File: config.mk
export PLATFORM = sky130hd
export DESIGN_NAME = toiq_cell
export DESIGN_NICKNAME = d
export VERILOG_FILES = /design/src/hdl/toiq_pkg.sv /design/src/hdl/toiq_cell.sv
export SDC_FILE = /design/constraint.sdc
export NUM_CORES = 1
export LEC_CHECK = 0
export ABC_CLOCK_PERIOD_IN_PS = 4540
export BUFFER_PORTS_ARGS = -buffer_cell sky130_fd_sc_hd__buf_2
export CAP_MARGIN = 10
export CORE_AREA = 3 3 142 144
export CTS_BUF_LIST = sky130_fd_sc_hd__clkbuf_8
export CTS_CLUSTER_SIZE = 40
export DETAILED_ROUTE_END_ITERATION = 7
export DIE_AREA = 0 0 145 147
export PLACE_DENSITY = 0.66
export SYNTH_ARGS = -nofsm -noshare
export SYNTH_HDL_FRONTEND = slang
export SYNTH_SLANG_ARGS = --single-unit
File: constraint.sdc
create_clock -name clk -period 4.54 [get_ports clk]
set_input_delay 0.908 -clock clk [delete_from_list [all_inputs] [get_ports clk]]
set_output_delay 0.908 -clock clk [all_outputs]
set_load 0.005 [all_outputs]
File: src/hdl/toiq_pkg.sv
// shared types and codes of the timestamp-ordered issue queue
`default_nettype none

package toiq_pkg;

	// operation codes carried in the input tuser
	localparam logic OP_INSERT  = 1'b0;
	localparam logic OP_RELEASE = 1'b1;

	// commands broadcast to every cell of the chain
	typedef struct packed {
		logic ins;
		logic pop;
	} cell_ctrl_t;

endpackage

`default_nettype wire

File: src/hdl/toiq_cell.sv
// one slot of the sorted chain: holds one event and trades it with its neighbors
`default_nettype none

module toiq_cell #(
	parameter int TICK_BITS = 48,
	parameter int TAG_BITS  = 16
) (
	input  wire                      clk,
	input  wire                      arst_n,
	input  toiq_pkg::cell_ctrl_t     ctrl,
	input  wire  [TICK_BITS-1:0]     new_tick,
	input  wire  [TAG_BITS-1:0]      new_tag,
	input  wire                      new_auth,
	input  wire  [TICK_BITS-1:0]     now,
	input  wire                      left_valid,
	input  wire  [TICK_BITS-1:0]     left_tick,
	input  wire  [TAG_BITS-1:0]      left_tag,
	input  wire                      left_auth,
	input  wire                      left_gt,
	input  wire                      left_due,
	input  wire                      right_valid,
	input  wire  [TICK_BITS-1:0]     right_tick,
	input  wire  [TAG_BITS-1:0]      right_tag,
	input  wire                      right_auth,
	output logic                     valid,
	output logic [TICK_BITS-1:0]     tick,
	output logic [TAG_BITS-1:0]      tag,
	output logic                     auth,
	output logic                     gt,
	output logic                     due,
	output logic                     head_hit,
	output logic [TICK_BITS-1:0]     head_val
);
	import toiq_pkg::*;

	logic                 valid_q;
	logic [TICK_BITS-1:0] tick_q;
	logic [TAG_BITS-1:0]  tag_q;
	logic                 auth_q;
	logic                 take_left;
	logic                 take_new;

	// local compares: empty slots sort after everything and are never due
	always_comb begin
		gt       = !valid_q || (tick_q > new_tick);
		due      = valid_q && (tick_q <= now);
		head_hit = left_due && !due;
		head_val = valid_q ? tick_q : {TICK_BITS{1'b1}};
		take_left = ctrl.ins && gt && left_gt;
		take_new  = ctrl.ins && gt && !left_gt;
	end

	// occupancy bit
	always_ff @(posedge clk or negedge arst_n) begin
		if (!arst_n) begin
			valid_q <= 1'b0;
		end else if (ctrl.pop) begin
			valid_q <= right_valid;
		end else if (take_left) begin
			valid_q <= left_valid;
		end else if (take_new) begin
			valid_q <= 1'b1;
		end
	end

	// event payload: shift left on pop, shift right or load on insert
	always_ff @(posedge clk) begin
		if (ctrl.pop) begin
			tick_q <= right_tick;
			tag_q  <= right_tag;
			auth_q <= right_auth;
		end else if (take_left) begin
			tick_q <= left_tick;
			tag_q  <= left_tag;
			auth_q <= left_auth;
		end else if (take_new) begin
			tick_q <= new_tick;
			tag_q  <= new_tag;
			auth_q <= new_auth;
		end
	end

	assign valid = valid_q;
	assign tick  = tick_q;
	assign tag   = tag_q;
	assign auth  = auth_q;

endmodule

`default_nettype wire

==> out/qor.log <==
qor: route.final_wirelength 21500 µm
qor: worst_setup_path.r2r_end tick[22]
qor: timing.tightestPinTransition 762 ps
qor: min_path.worstHoldPathType in2async
qor: clock_network.cts.root.buffer_cell sky130_fd_sc_hd__clkbuf_8
qor: global_routing.track_usage 19.4%
qor: placed_design.dp_hpwl 17800 µm
qor: clock_network.cts.repair_timing.setup_buffer_count 0
qor: logic_synthesis.synthCells 615
qor: worst_setup_path.r2r_setup_slack 990 ps
qor: clock_network.clk-insertion-delay-late 360 ps
qor: worst_setup_path.critical_path.reg2reg.startpoint tick[30]
qor: clock_network.holdBufCountCts 0
qor: finish.areaGrowthSynthToFinish 37.7%
qor: logic_synthesis.syn-cell-area 0.00635 mm²
qor: clock_network.clk_pin_slew 90 ps
qor: job.drv_cap 0
qor: global_routing.globalRoute.totalOverflow 0
qor: worst_setup_path.criticalPathCategory in2out
qor: finish.final_net_count 1328
qor: floorplanning.start_util 33.7%
qor: route.antenna_violating_nets_post_route 0
qor: route.drt_iter0_drc 230
qor: floorplanning.die_area 0.0213 mm²
qor: logic_synthesis.synth-edff-count 65
qor: global_routing.grt_max_degree 66
qor: timing.clock_skew 12.1 ps
qor: finish.post_route_cells_drive_above_1_share 49.3%
qor: worst_setup_path.critical_path_peak_fanout 2
qor: global_routing.number_of_global_route_vias_before_repair 6056
qor: route.vias 5856
qor: timing.clock.fmax 232 MHz
qor: global_routing.grt_pass1_wl 32700 µm
qor: timing.timing_max_transition_violations_final 0
qor: timing.hold_violation_count_in_the_final_report 0
qor: logic_synthesis.yosysUniqueCellTypes 43
qor: timing.timing.hold.ws 317 ps
qor: logic_synthesis.postSynthAreaPerCell 10.3 µm²
qor: global_routing.antenna_found_initial 0
qor: logic_synthesis.ys.flop_type sky130_fd_sc_hd__edfxtp_1
qor: placed_design.gp_congestion 0.801
qor: timing.min_period 4300 ps
qor: route.detail_route.first_pass.iterations 4
qor: pwr.cellPowerDensity 259 mW/mm²
qor: timing.max-slew-margin-rel 49.2%
qor: worst_setup_path.arrival 3400 ps
qor: timing.timing.final.crit_share 94.8%
qor: floorplanning.ioPinCount 368
qor: clock_network.max_h_tree_level 3
qor: logic_synthesis.postSynthNetCount 962
qor: clock_network.cts_tree yes
qor: floorplanning.die_width 145 µm
qor: pwr.leakagePower 0.00449 µW
qor: logic_synthesis.yosysWarnings 0
qor: finish.count_of_placed_standard_cells_in_the_final_layout_fillers_left_out 1246
qor: worst_setup_path.reg2regPathDepth 9
qor: finish.n_antenna_cell 0
qor: floorplanning.placeableCoreArea 0.0188 mm²
qor: worst_setup_path.critical_path.startpoint_type primary input
qor: placed_design.portBuffers 367
qor: pwr.max-vdd-ir-drop 0.183 mV
qor: clock_network.clkSinkCount 66
qor: clock_network.cts_buffers 9
qor: floorplanning.rows 50
qor: floorplanning.floorplan.die.height 147 µm
qor: placed_design.place_inst 1230
qor: route.remaining_drcs 0
qor: timing.tns 0 ps
qor: clock_network.post_cts_resize_count 1
qor: timing.setup_viol 0
qor: logic_synthesis.postSynth.asyncResetShare 1.52%
qor: outcome.run_status completed
qor: finish.final_util 46.4%
qor: route.avgRoutedWirePerCell 17.2 µm
qor: clock_network.number_of_buffers_on_the_longest_clock_path 2
qor: logic_synthesis.synth-seq-cells 66
qor: timing.rsz_0062_raised_after_global_routing no
qor: worst_setup_path.worst_ep_required_time 3630 ps
qor: finish.final.fill_count 1805
qor: worst_setup_path.worstSetupEndpointType output port
qor: logic_synthesis.synth_seq_area_share 31.1%
qor: pwr.power 2270 µW
qor: route.avgViaCountPerCell 4.70
-- critical path, cell delays in order --
cell and delay, ps:
sky130_fd_sc_hd__buf_2 80, sky130_fd_sc_hd__inv_1 30, sky130_fd_sc_hd__ha_1 280, sky130_fd_sc_hd__nand3_1 100, sky130_fd_sc_hd__nor3_1 260, sky130_fd_sc_hd__nand4_1 250
sky130_fd_sc_hd__or4_1 650, sky130_fd_sc_hd__o21bai_1 230, sky130_fd_sc_hd__nor4b_1 180, sky130_fd_sc_hd__or2_2 310, sky130_fd_sc_hd__buf_2 130
-- registers in the layout (all words and copies together), names as in the netlist --
signal,count
tick,48
tag,16
auth,1
valid,1
-- cells by family (layout without fill, tap and decap cells) --
logic type	after synthesis	after routing	synth area share, %
compound gates	80	80	8.08
fa+ha+maj	96	96	18.9
buf+inv	118	489	7.55
flops	66	66	31.1
mux	130	130	23.1
simple gates	125	125	11.3
-- layout by cell type (no fill, tap or decap), types with 8 or more instances in the layout --
| cell type | netlist | final |
|---|---|---|
| sky130_fd_sc_hd__nand2b_1 | 48 | 48 |
| sky130_fd_sc_hd__nand3_1 | 13 | 12 |
| sky130_fd_sc_hd__nor2_1 | 9 | 9 |
| sky130_fd_sc_hd__inv_1 | 98 | 99 |
| sky130_fd_sc_hd__edfxtp_1 | 65 | 65 |
| sky130_fd_sc_hd__clkbuf_8 | 0 | 9 |
| sky130_fd_sc_hd__o21ai_0 | 11 | 11 |
| sky130_fd_sc_hd__nand2_1 | 12 | 12 |
| sky130_fd_sc_hd__mux2_1 | 39 | 39 |
| sky130_fd_sc_hd__nand4_1 | 20 | 20 |
| sky130_fd_sc_hd__nor2b_1 | 8 | 8 |
| sky130_fd_sc_hd__buf_2 | 2 | 366 |
| sky130_fd_sc_hd__buf_4 | 1 | 8 |
| sky130_fd_sc_hd__a21o_1 | 19 | 18 |
| sky130_fd_sc_hd__mux2_2 | 91 | 91 |
| sky130_fd_sc_hd__a21oi_1 | 28 | 28 |
| sky130_fd_sc_hd__ha_1 | 96 | 96 |
-- where the power goes --
group          total [µW]  switching (µW)  leakage [µW]  internal, µW
logic                 782             361       0.00371           421
registers             850            84.8      0.000665           765
clock network         633             268      0.000121           365
-- how the worst max path moves through the flow --
stage,startpoint,endpoint,slack (ps)
2_1_floorplan,new_tick[39],auth,340
3_3_place_gp,now[38],due,-2
3_5_place_dp,now[38],due,-50
4_1_cts,now[38],due,140
5_1_grt,now[38],due,20
6_report,now[38],due,240
-- metrics by stage --
step                      instance area (µm²)  worst slack (ps)
final                                    8740               236
after global routing                     8740              18.8
after CTS                                8740               135
after detailed placement                 8500             -53.2
after global placement                   8500             -2.16
after floorplan                          6350               337
-- cells in the mapped netlist, types with 2 or more instances --
cell type	n	area, µm²
sky130_fd_sc_hd__a2111oi_0	2	17.5
sky130_fd_sc_hd__o21ai_0	11	55.1
sky130_fd_sc_hd__clkbuf_1	13	48.8
sky130_fd_sc_hd__a21o_1	19	143
sky130_fd_sc_hd__o211ai_1	3	22.5
sky130_fd_sc_hd__mux2_1	39	439
sky130_fd_sc_hd__ha_1	96	1200
sky130_fd_sc_hd__nand2_1	12	45.0
sky130_fd_sc_hd__nor2_1	9	33.8
sky130_fd_sc_hd__a221oi_1	2	17.5
sky130_fd_sc_hd__buf_2	2	10.0
sky130_fd_sc_hd__inv_1	98	368
sky130_fd_sc_hd__nor4_1	3	18.8
sky130_fd_sc_hd__nand3_1	13	65.1
sky130_fd_sc_hd__a211oi_1	2	15.0
sky130_fd_sc_hd__nor3_1	4	20.0
sky130_fd_sc_hd__buf_6	4	45.0
sky130_fd_sc_hd__nand2b_1	48	300
sky130_fd_sc_hd__edfxtp_1	65	1950
sky130_fd_sc_hd__o21a_1	4	30.0
sky130_fd_sc_hd__nand4_1	20	125
sky130_fd_sc_hd__a21oi_1	28	140
sky130_fd_sc_hd__nor2b_1	8	50.1
sky130_fd_sc_hd__mux2_2	91	1020
-- routing by layer --
metal	wire [µm]	GRT usage, %
met1	8940	23.2
met2	10900	35.0
met3	1160	4.35
met4	436	5.70
met5	0	0
-- final cells by class --
cell class | instances | area (µm²) | area share [%]
clock buffers | 9 | 124 | 1.42
multi-input cells | 431 | 3920 | 44.8
repair buffers | 375 | 1910 | 21.9
flip-flops and latches | 66 | 1980 | 22.6
inverters | 98 | 368 | 4.21
well taps | 260 | 325 | 3.72
clock inverters | 7 | 119 | 1.36
(Power assumes the default switching activity.)
